===== config.mk =====
export PLATFORM = sky130hd
export DESIGN_NAME = frame_deframer_sum16
export DESIGN_NICKNAME = d
export VERILOG_FILES = /design/src/design/fds16_pkg.sv /design/src/design/frame_deframer_sum16.sv /design/src/design/fds16_front.sv /design/src/design/fds16_queue.sv /design/src/design/fds16_back.sv
export SDC_FILE = /design/constraint.sdc
export NUM_CORES = 1
export LEC_CHECK = 0
export BUFFER_PORTS_ARGS = -buffer_cell sky130_fd_sc_hd__buf_4
export CAP_MARGIN = 20
export CORE_AREA = 5 5 143 213
export DETAILED_ROUTE_END_ITERATION = 12
export DIE_AREA = 0 0 148 218
export GPL_ROUTABILITY_DRIVEN = 0
export PLACE_DENSITY_LB_ADDON = 0.25
export SLEW_MARGIN = 15
export SYNTH_ARGS = -nofsm -noshare
export SYNTH_HDL_FRONTEND = slang
export SYNTH_SLANG_ARGS = --single-unit

===== constraint.sdc =====
create_clock -name clk_i -period 9.1 [get_ports clk_i]
set_clock_uncertainty 0.2 [all_clocks]
set_input_delay 2.275 -clock clk_i [delete_from_list [all_inputs] [get_ports clk_i]]
set_output_delay 2.275 -clock clk_i [all_outputs]
set_load 0.03 [all_outputs]

===== src/design/fds16_pkg.sv =====
// ----------------------------------------------------------------------------
// fds16_pkg
// Shared types and constants for the 17-byte frame deframer.
// ----------------------------------------------------------------------------
package fds16_pkg;

  localparam int unsigned ByteW    = 8;
  localparam int unsigned PayLen   = 8;
  localparam int unsigned PayIdxW  = $clog2(PayLen);
  localparam int unsigned SumW     = 12;
  localparam int unsigned PhaseW   = 4;
  localparam int unsigned CfgIdxW  = 3;
  localparam int unsigned OutDataW = (PayLen + 2) * ByteW;

  // configuration register indexes
  localparam logic [CfgIdxW-1:0] CFG_HEAD1     = 3'd0;
  localparam logic [CfgIdxW-1:0] CFG_HEAD2     = 3'd1;
  localparam logic [CfgIdxW-1:0] CFG_HEAD2_ALT = 3'd2;
  localparam logic [CfgIdxW-1:0] CFG_RX_ID     = 3'd3;
  localparam logic [CfgIdxW-1:0] CFG_TAIL1     = 3'd4;
  localparam logic [CfgIdxW-1:0] CFG_TAIL2     = 3'd5;

  // operations passed from the parser to the frame store
  typedef enum logic [1:0] {
    OP_FUNC    = 2'd0,
    OP_SUBFUNC = 2'd1,
    OP_PAYLOAD = 2'd2,
    OP_EMIT    = 2'd3
  } op_e;

  typedef struct packed {
    op_e                op;
    logic [PayIdxW-1:0] idx;
    logic [ByteW-1:0]   data;
  } q_entry_t;

endpackage


===== src/design/frame_deframer_sum16.sv =====
// On its last trailer byte a frame is queued, then loaded into the output register.
// Throughput: one byte per cycle; the parser front end never stalls on its own.
// Input stalls only when a finished frame waits on the output and the
// two-entry operation queue behind it has filled.
// Reset: asynchronous, active low; parser to header hunt, control registers to zero.
// ----------------------------------------------------------------------------
// frame_deframer_sum16
// Receives bytes, recognizes 17-byte frames with a 12-bit additive checksum
// and emits the function code, sub-function code and eight payload bytes.
// ----------------------------------------------------------------------------
module frame_deframer_sum16 (
  input  logic                             clk_i,
  input  logic                             rst_ni,
  input  logic                             cfg_we_i,
  input  logic [fds16_pkg::CfgIdxW-1:0]    cfg_idx_i,
  input  logic [fds16_pkg::ByteW-1:0]      cfg_data_i,
  input  logic                             s_axis_tvalid,
  output logic                             s_axis_tready,
  input  logic [fds16_pkg::ByteW-1:0]      s_axis_tdata,  // [7:0] rx_byte
  output logic                             m_axis_tvalid,
  input  logic                             m_axis_tready,
  // function_code, sub_function_code, payload0 .. payload7, 8 bits each
  output logic [fds16_pkg::OutDataW-1:0]   m_axis_tdata
);

  logic                push, q_full, q_valid, q_pop, in_acc;
  fds16_pkg::q_entry_t push_entry, head_entry;

  assign s_axis_tready = !q_full;
  assign in_acc        = s_axis_tvalid && s_axis_tready;

  fds16_front u_front (
    .clk_i      (clk_i),
    .rst_ni     (rst_ni),
    .cfg_we_i   (cfg_we_i),
    .cfg_idx_i  (cfg_idx_i),
    .cfg_data_i (cfg_data_i),
    .accept_i   (in_acc),
    .byte_i     (s_axis_tdata),
    .push_o     (push),
    .entry_o    (push_entry)
  );

  fds16_queue u_queue (
    .clk_i   (clk_i),
    .rst_ni  (rst_ni),
    .push_i  (push),
    .wdata_i (push_entry),
    .full_o  (q_full),
    .valid_o (q_valid),
    .pop_i   (q_pop),
    .rdata_o (head_entry)
  );

  fds16_back u_back (
    .clk_i       (clk_i),
    .rst_ni      (rst_ni),
    .q_valid_i   (q_valid),
    .q_entry_i   (head_entry),
    .q_pop_o     (q_pop),
    .out_valid_o (m_axis_tvalid),
    .out_ready_i (m_axis_tready),
    .out_data_o  (m_axis_tdata)
  );

endmodule


===== src/design/fds16_front.sv =====
// ----------------------------------------------------------------------------
// fds16_front
// Byte parser: tracks frame phase, checks header/id/checksum/trailer bytes
// and issues store and emit operations toward the frame store.
// ----------------------------------------------------------------------------
module fds16_front (
  input  logic                            clk_i,
  input  logic                            rst_ni,
  input  logic                            cfg_we_i,
  input  logic [fds16_pkg::CfgIdxW-1:0]   cfg_idx_i,
  input  logic [fds16_pkg::ByteW-1:0]     cfg_data_i,
  input  logic                            accept_i,
  input  logic [fds16_pkg::ByteW-1:0]     byte_i,
  output logic                            push_o,
  output fds16_pkg::q_entry_t             entry_o
);

  localparam logic [fds16_pkg::PhaseW-1:0] PH_HEAD1   = 4'd0;
  localparam logic [fds16_pkg::PhaseW-1:0] PH_HEAD2   = 4'd1;
  localparam logic [fds16_pkg::PhaseW-1:0] PH_ID      = 4'd2;
  localparam logic [fds16_pkg::PhaseW-1:0] PH_FUNC    = 4'd3;
  localparam logic [fds16_pkg::PhaseW-1:0] PH_SUBFUNC = 4'd4;
  localparam logic [fds16_pkg::PhaseW-1:0] PH_PAYLOAD = 4'd5;
  localparam logic [fds16_pkg::PhaseW-1:0] PH_CK_HI   = 4'd6;
  localparam logic [fds16_pkg::PhaseW-1:0] PH_CK_LO   = 4'd7;
  localparam logic [fds16_pkg::PhaseW-1:0] PH_TAIL1   = 4'd8;
  localparam logic [fds16_pkg::PhaseW-1:0] PH_TAIL2   = 4'd9;

  localparam logic [fds16_pkg::PayIdxW-1:0] LastIdx =
    fds16_pkg::PayIdxW'(fds16_pkg::PayLen - 1);

  logic [fds16_pkg::ByteW-1:0]   head1_q, head2_q, head2_alt_q, rx_id_q, tail1_q, tail2_q;
  logic [fds16_pkg::PhaseW-1:0]  phase_q, phase_d;
  logic [fds16_pkg::SumW-1:0]    sum_q, sum_d, sum_add;
  logic [fds16_pkg::ByteW-1:0]   ck_hi_q, ck_hi_d;
  logic [fds16_pkg::PayIdxW-1:0] cnt_q, cnt_d;

  always_ff @(posedge clk_i or negedge rst_ni) begin
    if (!rst_ni) begin
      head1_q     <= '0;
      head2_q     <= '0;
      head2_alt_q <= '0;
      rx_id_q     <= '0;
      tail1_q     <= '0;
      tail2_q     <= '0;
    end else if (cfg_we_i) begin
      unique case (cfg_idx_i)
        fds16_pkg::CFG_HEAD1:     head1_q     <= cfg_data_i;
        fds16_pkg::CFG_HEAD2:     head2_q     <= cfg_data_i;
        fds16_pkg::CFG_HEAD2_ALT: head2_alt_q <= cfg_data_i;
        fds16_pkg::CFG_RX_ID:     rx_id_q     <= cfg_data_i;
        fds16_pkg::CFG_TAIL1:     tail1_q     <= cfg_data_i;
        fds16_pkg::CFG_TAIL2:     tail2_q     <= cfg_data_i;
        default: ;
      endcase
    end
  end

  assign sum_add = sum_q + fds16_pkg::SumW'(byte_i);

  always_comb begin
    phase_d       = phase_q;
    sum_d         = sum_q;
    ck_hi_d       = ck_hi_q;
    cnt_d         = cnt_q;
    push_o        = 1'b0;
    entry_o.op    = fds16_pkg::OP_FUNC;
    entry_o.idx   = cnt_q;
    entry_o.data  = byte_i;
    if (accept_i) begin
      unique case (phase_q)
        PH_HEAD1: phase_d = (byte_i == head1_q) ? PH_HEAD2 : PH_HEAD1;
        PH_HEAD2: phase_d = (byte_i == head2_q || byte_i == head2_alt_q) ? PH_ID : PH_HEAD1;
        PH_ID: begin
          if (byte_i == rx_id_q) begin
            sum_d   = fds16_pkg::SumW'(byte_i);
            phase_d = PH_FUNC;
          end else begin
            phase_d = PH_HEAD1;
          end
        end
        PH_FUNC: begin
          sum_d      = sum_add;
          push_o     = 1'b1;
          entry_o.op = fds16_pkg::OP_FUNC;
          phase_d    = PH_SUBFUNC;
        end
        PH_SUBFUNC: begin
          sum_d      = sum_add;
          push_o     = 1'b1;
          entry_o.op = fds16_pkg::OP_SUBFUNC;
          cnt_d      = '0;
          phase_d    = PH_PAYLOAD;
        end
        PH_PAYLOAD: begin
          sum_d      = sum_add;
          push_o     = 1'b1;
          entry_o.op = fds16_pkg::OP_PAYLOAD;
          cnt_d      = cnt_q + 1'b1;
          if (cnt_q == LastIdx) begin
            phase_d = PH_CK_HI;
          end
        end
        PH_CK_HI: begin
          ck_hi_d = byte_i;
          phase_d = PH_CK_LO;
        end
        PH_CK_LO: begin
          phase_d = ({ck_hi_q, byte_i} == {4'd0, sum_q}) ? PH_TAIL1 : PH_HEAD1;
        end
        PH_TAIL1: phase_d = (byte_i == tail1_q) ? PH_TAIL2 : PH_HEAD1;
        PH_TAIL2: begin
          if (byte_i == tail2_q) begin
            push_o     = 1'b1;
            entry_o.op = fds16_pkg::OP_EMIT;
          end
          phase_d = PH_HEAD1;
        end
        default: phase_d = PH_HEAD1;
      endcase
    end
  end

  always_ff @(posedge clk_i or negedge rst_ni) begin
    if (!rst_ni) begin
      phase_q <= PH_HEAD1;
      sum_q   <= '0;
      ck_hi_q <= '0;
      cnt_q   <= '0;
    end else begin
      phase_q <= phase_d;
      sum_q   <= sum_d;
      ck_hi_q <= ck_hi_d;
      cnt_q   <= cnt_d;
    end
  end

endmodule


===== src/design/fds16_queue.sv =====
// ----------------------------------------------------------------------------
// fds16_queue
// Two-entry FIFO of parser operations between front and back.
// ----------------------------------------------------------------------------
module fds16_queue (
  input  logic                clk_i,
  input  logic                rst_ni,
  input  logic                push_i,
  input  fds16_pkg::q_entry_t wdata_i,
  output logic                full_o,
  output logic                valid_o,
  input  logic                pop_i,
  output fds16_pkg::q_entry_t rdata_o
);

  fds16_pkg::q_entry_t mem_q [2];
  logic                wr_ptr_q, rd_ptr_q;
  logic [1:0]          cnt_q, cnt_d;
  logic                do_push, do_pop;

  assign full_o  = (cnt_q == 2'd2);
  assign valid_o = (cnt_q != 2'd0);
  assign rdata_o = mem_q[rd_ptr_q];
  assign do_push = push_i && !full_o;
  assign do_pop  = pop_i && valid_o;

  always_comb begin
    cnt_d = cnt_q;
    if (do_push && !do_pop) begin
      cnt_d = cnt_q + 2'd1;
    end else if (do_pop && !do_push) begin
      cnt_d = cnt_q - 2'd1;
    end
  end

  always_ff @(posedge clk_i or negedge rst_ni) begin
    if (!rst_ni) begin
      wr_ptr_q <= 1'b0;
      rd_ptr_q <= 1'b0;
      cnt_q    <= '0;
    end else begin
      cnt_q <= cnt_d;
      if (do_push) begin
        wr_ptr_q <= ~wr_ptr_q;
      end
      if (do_pop) begin
        rd_ptr_q <= ~rd_ptr_q;
      end
    end
  end

  always_ff @(posedge clk_i) begin
    if (do_push) begin
      mem_q[wr_ptr_q] <= wdata_i;
    end
  end

endmodule


===== src/design/fds16_back.sv =====
// ----------------------------------------------------------------------------
// fds16_back
// Frame store: holds codes and payload bytes, loads the output register on
// an emit operation and drives the result stream.
// ----------------------------------------------------------------------------
module fds16_back (
  input  logic                             clk_i,
  input  logic                             rst_ni,
  input  logic                             q_valid_i,
  input  fds16_pkg::q_entry_t              q_entry_i,
  output logic                             q_pop_o,
  output logic                             out_valid_o,
  input  logic                             out_ready_i,
  output logic [fds16_pkg::OutDataW-1:0]   out_data_o
);

  logic [fds16_pkg::ByteW-1:0]    func_q, sub_q;
  logic [fds16_pkg::ByteW-1:0]    pay_q [fds16_pkg::PayLen];
  logic [fds16_pkg::OutDataW-1:0] frame, out_data_q;
  logic                           out_valid_q, out_free, is_emit;

  assign out_free = !out_valid_q || out_ready_i;
  assign is_emit  = (q_entry_i.op == fds16_pkg::OP_EMIT);
  assign q_pop_o  = q_valid_i && (!is_emit || out_free);

  always_comb begin
    frame = '0;
    frame[fds16_pkg::ByteW-1:0]                  = func_q;
    frame[2*fds16_pkg::ByteW-1:fds16_pkg::ByteW] = sub_q;
    for (int i = 0; i < fds16_pkg::PayLen; i++) begin
      frame[(i+2)*fds16_pkg::ByteW +: fds16_pkg::ByteW] = pay_q[i];
    end
  end

  always_ff @(posedge clk_i) begin
    if (q_pop_o) begin
      unique case (q_entry_i.op)
        fds16_pkg::OP_FUNC:    func_q                <= q_entry_i.data;
        fds16_pkg::OP_SUBFUNC: sub_q                 <= q_entry_i.data;
        fds16_pkg::OP_PAYLOAD: pay_q[q_entry_i.idx]  <= q_entry_i.data;
        fds16_pkg::OP_EMIT:    out_data_q            <= frame;
        default: ;
      endcase
    end
  end

  always_ff @(posedge clk_i or negedge rst_ni) begin
    if (!rst_ni) begin
      out_valid_q <= 1'b0;
    end else if (q_pop_o && is_emit) begin
      out_valid_q <= 1'b1;
    end else if (out_ready_i) begin
      out_valid_q <= 1'b0;
    end
  end

  assign out_valid_o = out_valid_q;
  assign out_data_o  = out_data_q;

endmodule


==> results of run 1 <==
-- routing by layer --
metal	routed length (um)	up-vias
li1	-	2573
met1	8160	2778
met2	11700	159
met3	1170	32
met4	510	0
met5	0	-
-- cell type report --
cell class / count / share of cell area
Inverter: 8 / 0.00243
Tap cell: 351 / 0.0356
Multi-Input combinational cell: 327 / 0.211
Timing Repair Buffer: 112 / 0.0681
Clock inverter: 16 / 0.0120
Clock buffer: 31 / 0.0560
Sequential cell: 266 / 0.615
-- placed cells by master (no fill, tap or decap), types with 2 or more instances in the layout --
cell type | synthesis | final
ha_1 | 11 | 11
nor3_1 | 11 | 11
inv_1 | 8 | 8
nand4_1 | 5 | 5
nor3b_2 | 0 | 2
o22ai_1 | 2 | 2
bufinv_16 | 0 | 2
mux2i_1 | 4 | 4
o21a_1 | 2 | 2
buf_4 | 0 | 112
or3_1 | 2 | 2
clkinvlp_4 | 0 | 2
clkbuf_16 | 0 | 27
nor4_1 | 13 | 12
a21o_1 | 7 | 7
and2_1 | 3 | 3
a31oi_1 | 6 | 6
dfrtp_1 | 80 | 80
clkinv_1 | 0 | 2
nor3b_1 | 5 | 3
clkinv_2 | 0 | 7
mux2_2 | 70 | 70
nor2b_1 | 6 | 6
and3_1 | 2 | 2
nand2_1 | 29 | 29
nand3_1 | 4 | 4
o21ai_0 | 14 | 14
a211o_1 | 3 | 3
nor4b_1 | 4 | 4
nand4b_1 | 2 | 2
xnor2_1 | 13 | 13
a21oi_1 | 7 | 7
a211oi_1 | 4 | 4
edfxtp_1 | 186 | 186
clkbuf_1 | 20 | 4
a2111oi_0 | 2 | 2
xor2_1 | 48 | 48
a221o_1 | 2 | 2
nor2_1 | 23 | 23
nand2b_1 | 5 | 5
-- worst max path at each step --
stage / cells past startpoint / to / start / slack [ns]
6_report: 7 / u_front.sum_q[9] / s_axis_tdata[4] / 4.99
5_1_grt: 6 / u_queue.mem_q[1][7] / s_axis_tdata[5] / 4.84
4_1_cts: 6 / u_queue.mem_q[0][6] / s_axis_tdata[7] / 4.63
3_5_place_dp: 6 / u_queue.mem_q[0][4] / s_axis_tdata[7] / 4.07
3_3_place_gp: 6 / u_queue.mem_q[0][3] / s_axis_tdata[7] / 4.17
2_1_floorplan: 3 / u_back.out_valid_o / m_axis_tready / 1.65
-- power breakdown --
group	switching, W	internal (W)
Combinational	0.000658	0.000408
Clock	0.000433	0.000601
Sequential	0.000174	0.00167
Total	0.00127	0.00268
-- worst register-to-register path: cells and delay by family, from the launching register on --
kind	cells	cell delay, ns
AO/OA/AOI/OAI	1	0.21
flip-flops	1	0.83
multiplexers	1	0.58
AND/OR/NAND/NOR	2	1.01
-- metrics by stage --
step	instances	hold WS, ns	total power [W]	cell area, um^2
after floorplan	625	0.200	0.00258	10300
after global placement	1063	0.201	0.00291	11500
after detailed placement	1063	0.205	0.00295	11500
after CTS	1110	0.215	0.00400	12300
after global routing	1111	0.222	0.00416	12300
final	1111	0.215	0.00394	12300
-- sequential cells by signal, summed over array words and instances (netlist names), 12 cells and up --
register and count:
m_axis_tdata 64, u_back.out_data_o 16, u_back.pay_q 64, u_front.sum_q 12
u_queue.mem_q 26
-- logic make-up (layout without fill, tap and decap cells) --
logic type / Yosys count / after routing / share of synthesized area
AOI/OAI and AO/OA: 60 / 60 / 0.0402
muxes: 75 / 75 / 0.0815
adders and majority gates: 12 / 12 / 0.0153
DFF: 266 / 266 / 0.736
xor gates and xnor gates: 61 / 61 / 0.0518
and+or+nand+nor: 119 / 119 / 0.0616
buffers and inverters: 32 / 167 / 0.0134
==> results.cfg, run 1 <==
[clock_tree]
worstSkewPairLatency_ns = 0.52
cts_resized = 0
cts_made_buffers = 26
cts_tree = built
cts.sink_count = 266
cts_hold_buf = 0
clk_root_buffer_cell = clkbuf_16
htreeDepth = 1
clk_path_buf_depth = 3
cts_setup_buffers = 0
cts.clk_slew.worst_paths_ns = 0.06

[worst_hold_path]
min_path_type = reg2reg
min_path_cells = 0
holdPathEnd = m_axis_tdata[66]
min_from = u_back.pay_q[6][2]

[sta]
slew_violations = 0
rsz0062_at_grt = false
hold_viol = 0
fmax_mhz = 243
tightest_slew_ns = 1.01
fin_ws_ns = 4.99
tns_ns = 0
slew_headroom = 0.330
finalSetupViolCount = 0
layout_min_cycle_time_ns = 4.11
timing.final.crit_share = 0.452

[cells_and_area]
postLayoutCoreUtil = 0.434
register_area_mm2 = 0.00759
final_layout_size_suffix_gt1_frac = 0.303
num-fill-cells = 2497
area_growth_pct = 19.8
nets = 777
multiInputGateArea_mm2 = 0.00261
antenna_cells = 0

[yosys]
syn_area_per_cell_um2 = 16.5
synthCells = 625
yosys.area.top_type = edfxtp_1
yosysMostFrequentCell = edfxtp_1
synthesis.area_mm2 = 0.0103
yosys-top-cells-area = edfxtp_1 54%, dfrtp_1 19%, mux2_2 7.6%
synth_nets = 661
synth_common_cells = 186 x edfxtp_1, 80 x dfrtp_1, 70 x mux2_2
ys_seq_elements = 266
postSynth.asyncResetShare = 0.301
synth_cell_type_count = 53
synth_warnings = 0
synth-seq-area-share = 0.736
synth.top_cell.area_share = 0.542
ys.flop_type = edfxtp_1
synth_edf_count = 186

[worst_setup_path]
critPathBufInv = 1
r2r_start = u_queue.rd_ptr_q
required_ns = 9.31
reg2reg_slack_ns = 5.90
r2r_cells = 4
regToRegEndpoint = u_back.pay_q[1][7]
slowest_stage = a2111oi_0
crit_chain = buf_4 -> ha_1 -> a21o_1 -> a2111oi_0 -> a21oi_1 -> nor3b_1 -> a211o_1
path_max_fanout = 11
crit_family = compound AO/OA/AOI/OAI gates
slowest_delay_ns = 0.60
cp-start-kind = input port
arrival_ns = 4.33
endpoint_kind = register
path_class = in2reg

[detailed_routing]
drtIter0Drc = 225
wirelength_um = 21500
drc = 0
ant_nets = 0
wl_per_cell_um = 19.4
viasPerCell = 4.99
vias = 5542
first_pass_iters = 4

[global_route]
grtUsageMet3 = 0.0268
busiest_layer = met2
overflow = 0
antenna_found_initial = 0
grt_max_degree = 82
use_met2 = 0.252
grt_pass1_vias = 5972
use_met1 = 0.149
grt_pass1_wl_um = 33900
grt_util_all_layers = 0.133

[placement]
io_buffers = 105
pre_cts_ws_ns = 4.07
hpwl_um = 15400

[die]
core_area_mm2 = 0.0284
io-pin-count = 106
die-width_um = 148
initial_core_util = 0.362
dieHeight_um = 218
floorplan.rows = 76
dieArea_mm2 = 0.0323

[run]
cap_violations = 0

[power]
p_per_area_mw_per_mm2 = 320
vdd_ir_drop_max_mv = 0.162
p_leak_nw = 4.68

[status]
run_status = finished, final reports clean
No activity file was read; power rests on OpenSTA's default activity.
==> run 2: changes to the inputs <==
--- a/config.mk
+++ b/config.mk
@@ -5,11 +5,12 @@
 export SDC_FILE = /design/constraint.sdc
 export NUM_CORES = 1
 export LEC_CHECK = 0
+export ABC_AREA = 1
 export BUFFER_PORTS_ARGS = -buffer_cell sky130_fd_sc_hd__buf_4
 export CAP_MARGIN = 20
-export CORE_AREA = 5 5 143 213
+export CORE_AREA = 5 5 145 216
 export DETAILED_ROUTE_END_ITERATION = 12
-export DIE_AREA = 0 0 148 218
+export DIE_AREA = 0 0 150 221
 export GPL_ROUTABILITY_DRIVEN = 0
 export PLACE_DENSITY_LB_ADDON = 0.25
 export SLEW_MARGIN = 15
==> constraint.sdc (replaced) <==
create_clock -name clk_i -period 3.5 [get_ports clk_i]
set_clock_uncertainty 0.2 [all_clocks]
set_input_delay 0.875 -clock clk_i [delete_from_list [all_inputs] [get_ports clk_i]]
set_output_delay 0.875 -clock clk_i [all_outputs]
set_load 0.03 [all_outputs]
==> run 2 against run 1 <==
Against the previous run:
- hold slack got worse by 0.056 ns
- power increased by 140%
- sequential power increased by 140%
- via count increased by 15%
- non-clock buffer count decreased by 2
- synthesized area increased by 2.7%
- register-to-register slack got worse by 5.1 ns
- count of clock-buffer cells in the layout unchanged
- first-iteration DRC count increased by 72%
- final cell count increased by 27%
==> results.cfg, run 2 <==
[sta]
layout_min_cycle_time_ns = 2.66
holdWs_ns = 0.159
slew_violations = 0
hold_viol = 0
slew_headroom = 0.472
finalSetupViolCount = 0
rsz0062_at_grt = false
timing.final.crit_share = 0.759
fmax_mhz = 376
tns_ns = 0
tightest_slew_ns = 0.790

[clock_tree]
cts.sink_count = 266
cts_made_buffers = 25
cts_setup_buffers = 0
cts_resized = 0
cts_tree = built
clk_path_buf_depth = 3
clk_root_buffer_cell = clkbuf_16
htreeDepth = 1
worstSkewPairLatency_ns = 0.52
cts_hold_buf = 0
cts.clk_slew.worst_paths_ns = 0.07

[yosys]
ys_seq_elements = 266
synth.top_cell.area_share = 0.528
syn_area_per_cell_um2 = 11.9
synth_warnings = 0
yosysMostFrequentCell = nand2_1
synthCells = 886
synthesis.area_mm2 = 0.0106
synth-seq-area-share = 0.717
synth_nets = 922
synth_edf_count = 186
yosys-top-cells-area = edfxtp_1 53%, dfrtp_1 19%, nand2_1 8.9%
ys.flop_type = edfxtp_1
yosys.area.top_type = edfxtp_1
synth_cell_type_count = 37
synth_common_cells = 252 x nand2_1, 186 x edfxtp_1, 80 x dfrtp_1
postSynth.asyncResetShare = 0.301

[worst_hold_path]
min_path_type = in2async

[power]
p_per_area_mw_per_mm2 = 760
vdd_ir_drop_max_mv = 0.305
seq_power_share = 0.470
p_int_w = 0.00647
p_sw_w = 0.00311
swShare = 0.325
clock_power_share = 0.276
p_leak_nw = 5.21
pwr-share-comb = 0.255

[global_route]
grt_util_all_layers = 0.135
antenna_found_initial = 0
grt_pass1_vias = 6315
overflow = 0
grt_pass1_wl_um = 34900
grt_max_degree = 81

[die]
initial_core_util = 0.361
io-pin-count = 106
floorplan.rows = 77
die-width_um = 150
core_area_mm2 = 0.0293
dieArea_mm2 = 0.0332
dieHeight_um = 221

[status]
run_status = finished, final reports clean

[worst_setup_path]
endpoint_kind = register
crit_chain = inv_2 -> or2_1 -> o21a_1 -> nor3_2 -> nand2_1 -> nor2_1
slowest_delay_ns = 0.62
arrival_ns = 2.60
path_max_fanout = 14
path_class = reg2reg
cp-start-kind = register
slowest_stage = dfrtp_1
required_ns = 3.44

[detailed_routing]
viasPerCell = 4.52
wirelength_um = 22300
vias = 6396
drc = 0
first_pass_iters = 5
wl_per_cell_um = 15.7
ant_nets = 0
drtIter0Drc = 388

[cells_and_area]
num-fill-cells = 2766
postLayoutCoreUtil = 0.431
area_growth_pct = 19.2
final_layout_size_suffix_gt1_frac = 0.180
layout_common_cells = 252 x nand2_1, 186 x edfxtp_1, 108 x buf_4
mostFrequentLayoutCell = nand2_1
nets = 1039
antenna_cells = 0

[placement]
hpwl_um = 16100
io_buffers = 105

[run]
cap_violations = 0
==> run 2: cell count changes in the layout (fill, tap and decap cells not counted), moves of 10 or more <==
cell,previous run,this run
inv_1,8,70
mux2_2,70,0
nand2_1,29,252
nand3_1,4,34
nor2_1,23,60
nor3_1,11,0
nor4_1,12,2
o21ai_0,14,72
xnor2_1,13,30
xor2_1,48,5
==> run 2: per-stage QoR <==
stage,setup WS [ns],std cells,cell area (um^2),total power [W]
CTS,0.774,1416,12600,0.00973
floorplan,0.200,886,10600,0.00615
global route,0.544,1416,12600,0.0101
finish,0.843,1416,12600,0.00958
detailed placement,0.610,1371,11800,0.00706
global placement,0.656,1371,11800,0.00702
==> run 2: final timing paths <==
kind | endpoint | slack (ns) | depth (start not counted) | from
setup / recovery | u_back.pay_q[2][2] | 0.84 | 6 | u_queue.rd_ptr_q
min in group clk_i | m_axis_tdata[62] | 0.21 | 0 | u_back.pay_q[5][6]
setup reg to reg | u_back.pay_q[2][2] | 0.84 | 6 | u_queue.rd_ptr_q
hold reg to reg | m_axis_tdata[62] | 0.21 | 0 | u_back.pay_q[5][6]
max in group asynchronous | u_front.phase_q[3] | 2.30 | 2 | rst_ni
hold / removal | u_front.ck_hi_q[7] | 0.16 | 1 | rst_ni
==> run 2: cells by family (layout without fill, tap and decap cells) <==
| family | count (synthesis) | after routing | synth area share |
|---|---|---|---|
| adder cells (fa/ha/maj) | 12 | 12 | 0.0149 |
| AND/OR/NAND/NOR | 376 | 376 | 0.146 |
| flip-flops | 266 | 266 | 0.717 |
| XOR/XNOR | 36 | 36 | 0.0305 |
| buffers and inverters | 99 | 234 | 0.0409 |
| AO/OA/AOI/OAI | 97 | 97 | 0.0506 |
==> run 2: area by class of cell <==
| type | count | area [um^2] | area share |
|---|---|---|---|
| Clock inverter | 14 | 120 | 0.00952 |
| Timing Repair Buffer | 110 | 851 | 0.0674 |
| Tap cell | 395 | 494 | 0.0392 |
| Clock buffer | 31 | 699 | 0.0554 |
| Multi-Input combinational cell | 521 | 2570 | 0.203 |
| Sequential cell | 266 | 7590 | 0.601 |
| Inverter | 79 | 297 | 0.0235 |
==> run 2: metal layers <==
| layer | GRT usage | part of all wire | up-vias |
|---|---|---|---|
| li1 | - | - | 3192 |
| met1 | 0.150 | 0.37 | 2982 |
| met2 | 0.255 | 0.55 | 180 |
| met3 | 0.0188 | 0.050 | 42 |
| met4 | 0.0496 | 0.031 | 0 |
| met5 | 0 | 0 | - |
==> run 2: power by group through the flow <==
| stage | combinational [W] | sequential [W] | clock, W |
|---|---|---|---|
| 6_report | 0.00244 | 0.00450 | 0.00264 |
| 5_1_grt | 0.00271 | 0.00457 | 0.00284 |
| 4_1_cts | 0.00250 | 0.00451 | 0.00272 |
| 3_5_place_dp | 0.00249 | 0.00457 | 0 |
| 3_3_place_gp | 0.00246 | 0.00456 | 0 |
| 2_1_floorplan | 0.00121 | 0.00494 | 0 |
==> run 2: worst max-delay path, delay by kind of cell, from the launching register on <==
kind	cells	cell delay [ns]
and+or+nand+nor	4	1.09
DFF	1	0.62
buffers and inverters	1	0.21
AOI/OAI and AO/OA	1	0.16
==> run 3: changes to the inputs <==
--- a/config.mk
+++ b/config.mk
@@ -5,12 +5,12 @@
 export SDC_FILE = /design/constraint.sdc
 export NUM_CORES = 1
 export LEC_CHECK = 0
-export ABC_AREA = 1
+export ABC_AREA = 0
 export BUFFER_PORTS_ARGS = -buffer_cell sky130_fd_sc_hd__buf_4
 export CAP_MARGIN = 20
-export CORE_AREA = 5 5 145 216
+export CORE_AREA = 5 5 143 213
 export DETAILED_ROUTE_END_ITERATION = 12
-export DIE_AREA = 0 0 150 221
+export DIE_AREA = 0 0 148 218
 export GPL_ROUTABILITY_DRIVEN = 0
 export PLACE_DENSITY_LB_ADDON = 0.25
 export SLEW_MARGIN = 15
==> constraint.sdc (replaced) <==
create_clock -name clk_i -period 2.7 [get_ports clk_i]
set_clock_uncertainty 0.2 [all_clocks]
set_input_delay 0.675 -clock clk_i [delete_from_list [all_inputs] [get_ports clk_i]]
set_output_delay 0.675 -clock clk_i [all_outputs]
set_load 0.03 [all_outputs]
==> run 3 against run 2 <==
Against the previous run:
- design area is 2.0% higher
- core utilization rose by 2.2 points
- setup slack lost 0.64 ns
- sequential share of layout area down 1.2 points
- hold slack improved by 0.052 ns
- via count fell by 10%
- clock power up 38%
- highest routed layer unchanged
==> results.cfg, run 3 (synthesized netlist as in run 1, its figures left out) <==
[global_route]
antenna_found_initial = 0
overflow = 0
grt_util_all_layers = 0.134
grt_max_degree = 81
grt_pass1_vias = 6094
grt_pass1_wl_um = 34400

[detailed_routing]
drc = 0
viasPerCell = 4.92
wl_per_cell_um = 18.4
wirelength_um = 21500
vias = 5751
first_pass_iters = 6
drtIter0Drc = 218
ant_nets = 0

[worst_setup_path]
slowest_stage = dfrtp_1
slowest_delay_ns = 0.38
path_class = reg2reg
cp-start-kind = register
reg2reg_slack_ns = 0.21
endpoint_kind = register
required_ns = 2.89
arrival_ns = 2.69
crit_chain = ha_1 -> fa_1 -> a21o_1 -> a221o_1 -> a31oi_1 -> nor3_1 -> a211o_1
path_max_fanout = 4

[cells_and_area]
postLayoutCoreUtil = 0.453
final_layout_size_suffix_gt1_frac = 0.356
area_growth_pct = 24.9
mostFrequentLayoutCell = edfxtp_1
num-fill-cells = 2490
antenna_cells = 0
fin_area_mm2 = 0.0129
layout_common_cells = 186 x edfxtp_1, 167 x buf_4, 80 x dfrtp_1
nets = 836

[sta]
hold_viol = 0
rsz0062_at_grt = false
finalSetupViolCount = 0
slew_headroom = 0.606
tightest_slew_ns = 0.585
timing.final.crit_share = 0.923
layout_min_cycle_time_ns = 2.49
slew_violations = 0
fmax_mhz = 401
fin_ws_ns = 0.207
tns_ns = 0

[clock_tree]
cts.sink_count = 266
cts_setup_buffers = 0
clk_path_buf_depth = 3
cts_tree = built
worstSkewPairLatency_ns = 0.51
htreeDepth = 1
clk_root_buffer_cell = clkbuf_16
cts_made_buffers = 25
cts.clk_slew.worst_paths_ns = 0.07

[die]
floorplan.rows = 76
core_area_mm2 = 0.0284
dieHeight_um = 218
die-width_um = 148
io-pin-count = 106
initial_core_util = 0.362
dieArea_mm2 = 0.0323

[power]
power_w = 0.0137
vdd_ir_drop_max_mv = 0.501
p_per_area_mw_per_mm2 = 1070
p_leak_nw = 5.00

[placement]
io_buffers = 105
hpwl_um = 15900
placed_area_mm2 = 0.0120
pre_cts_ws_ns = -0.200

[status]
run_status = finished, final reports clean

[worst_hold_path]
min_path_type = reg2reg

[run]
cap_violations = 0
[run 3: cell count changes in the layout (fill, tap and decap cells not counted), moves of 10 or more]
cell / change
nand2_1: -223
nor2_1: -37
xnor2_1: -17
nor3_1: +11
mux2_2: +70
xor2_1: +43
o21ai_0: -58
nor4_1: +10
inv_1: -62
buf_4: +59
nand3_1: -30
[run 3: layout make-up]
cell class,instances,area (um^2),area share
tap,351,439,0.0341
clock inverter,16,200,0.0156
sequential,266,7590,0.589
timing repair buffer,172,1340,0.104
inverter,8,30.0,0.00233
clock buffer,29,661,0.0513
multi-input combinational,327,2610,0.203
[run 3: per-stage QoR]
stage	cells	hold WS, ns
detailed placement	1123	0.205
CTS	1169	0.214
finish	1169	0.212
global route	1169	0.222
floorplan	625	0.179
global placement	1123	0.202
[run 3: path summary, 6_finish.rpt]
check,to,from,cells past startpoint
hold / removal,m_axis_tdata[50],u_back.pay_q[4][2],0
hold reg to reg,m_axis_tdata[50],u_back.pay_q[4][2],0
setup reg to reg,u_front.sum_q[8],u_front.sum_q[0],7
min in group asynchronous,u_front.head2_alt_q[7],rst_ni,3
max in group asynchronous,u_front.rx_id_q[4],rst_ni,3
setup / recovery,u_front.sum_q[8],u_front.sum_q[0],7
[run 3: timing repair]
item,in CTS,in global routing
resized for setup,0,0
hold buffers,1,0
endpoints found under the hold margin,9,0
[run 3: critical path: cells and delay by family, from the launching register on]
family | cells | cell delay (ns)
adder cells (fa/ha/maj) | 2 | 0.59
AND/OR/NAND/NOR | 1 | 0.10
flip-flops | 1 | 0.38
AO/OA/AOI/OAI | 4 | 1.11
[run 3: layer usage]
metal	global-route usage	routed length (um)
met1	0.150	8060
met2	0.249	11400
met3	0.0252	1100
met4	0.0570	947
met5	0	0
[run 3: power breakdown]
part / total, W / internal (W) / switching (W)
Sequential: 0.00606 / 0.00561 / 0.000443
Combinational: 0.00405 / 0.00167 / 0.00239
Clock: 0.00363 / 0.00215 / 0.00148
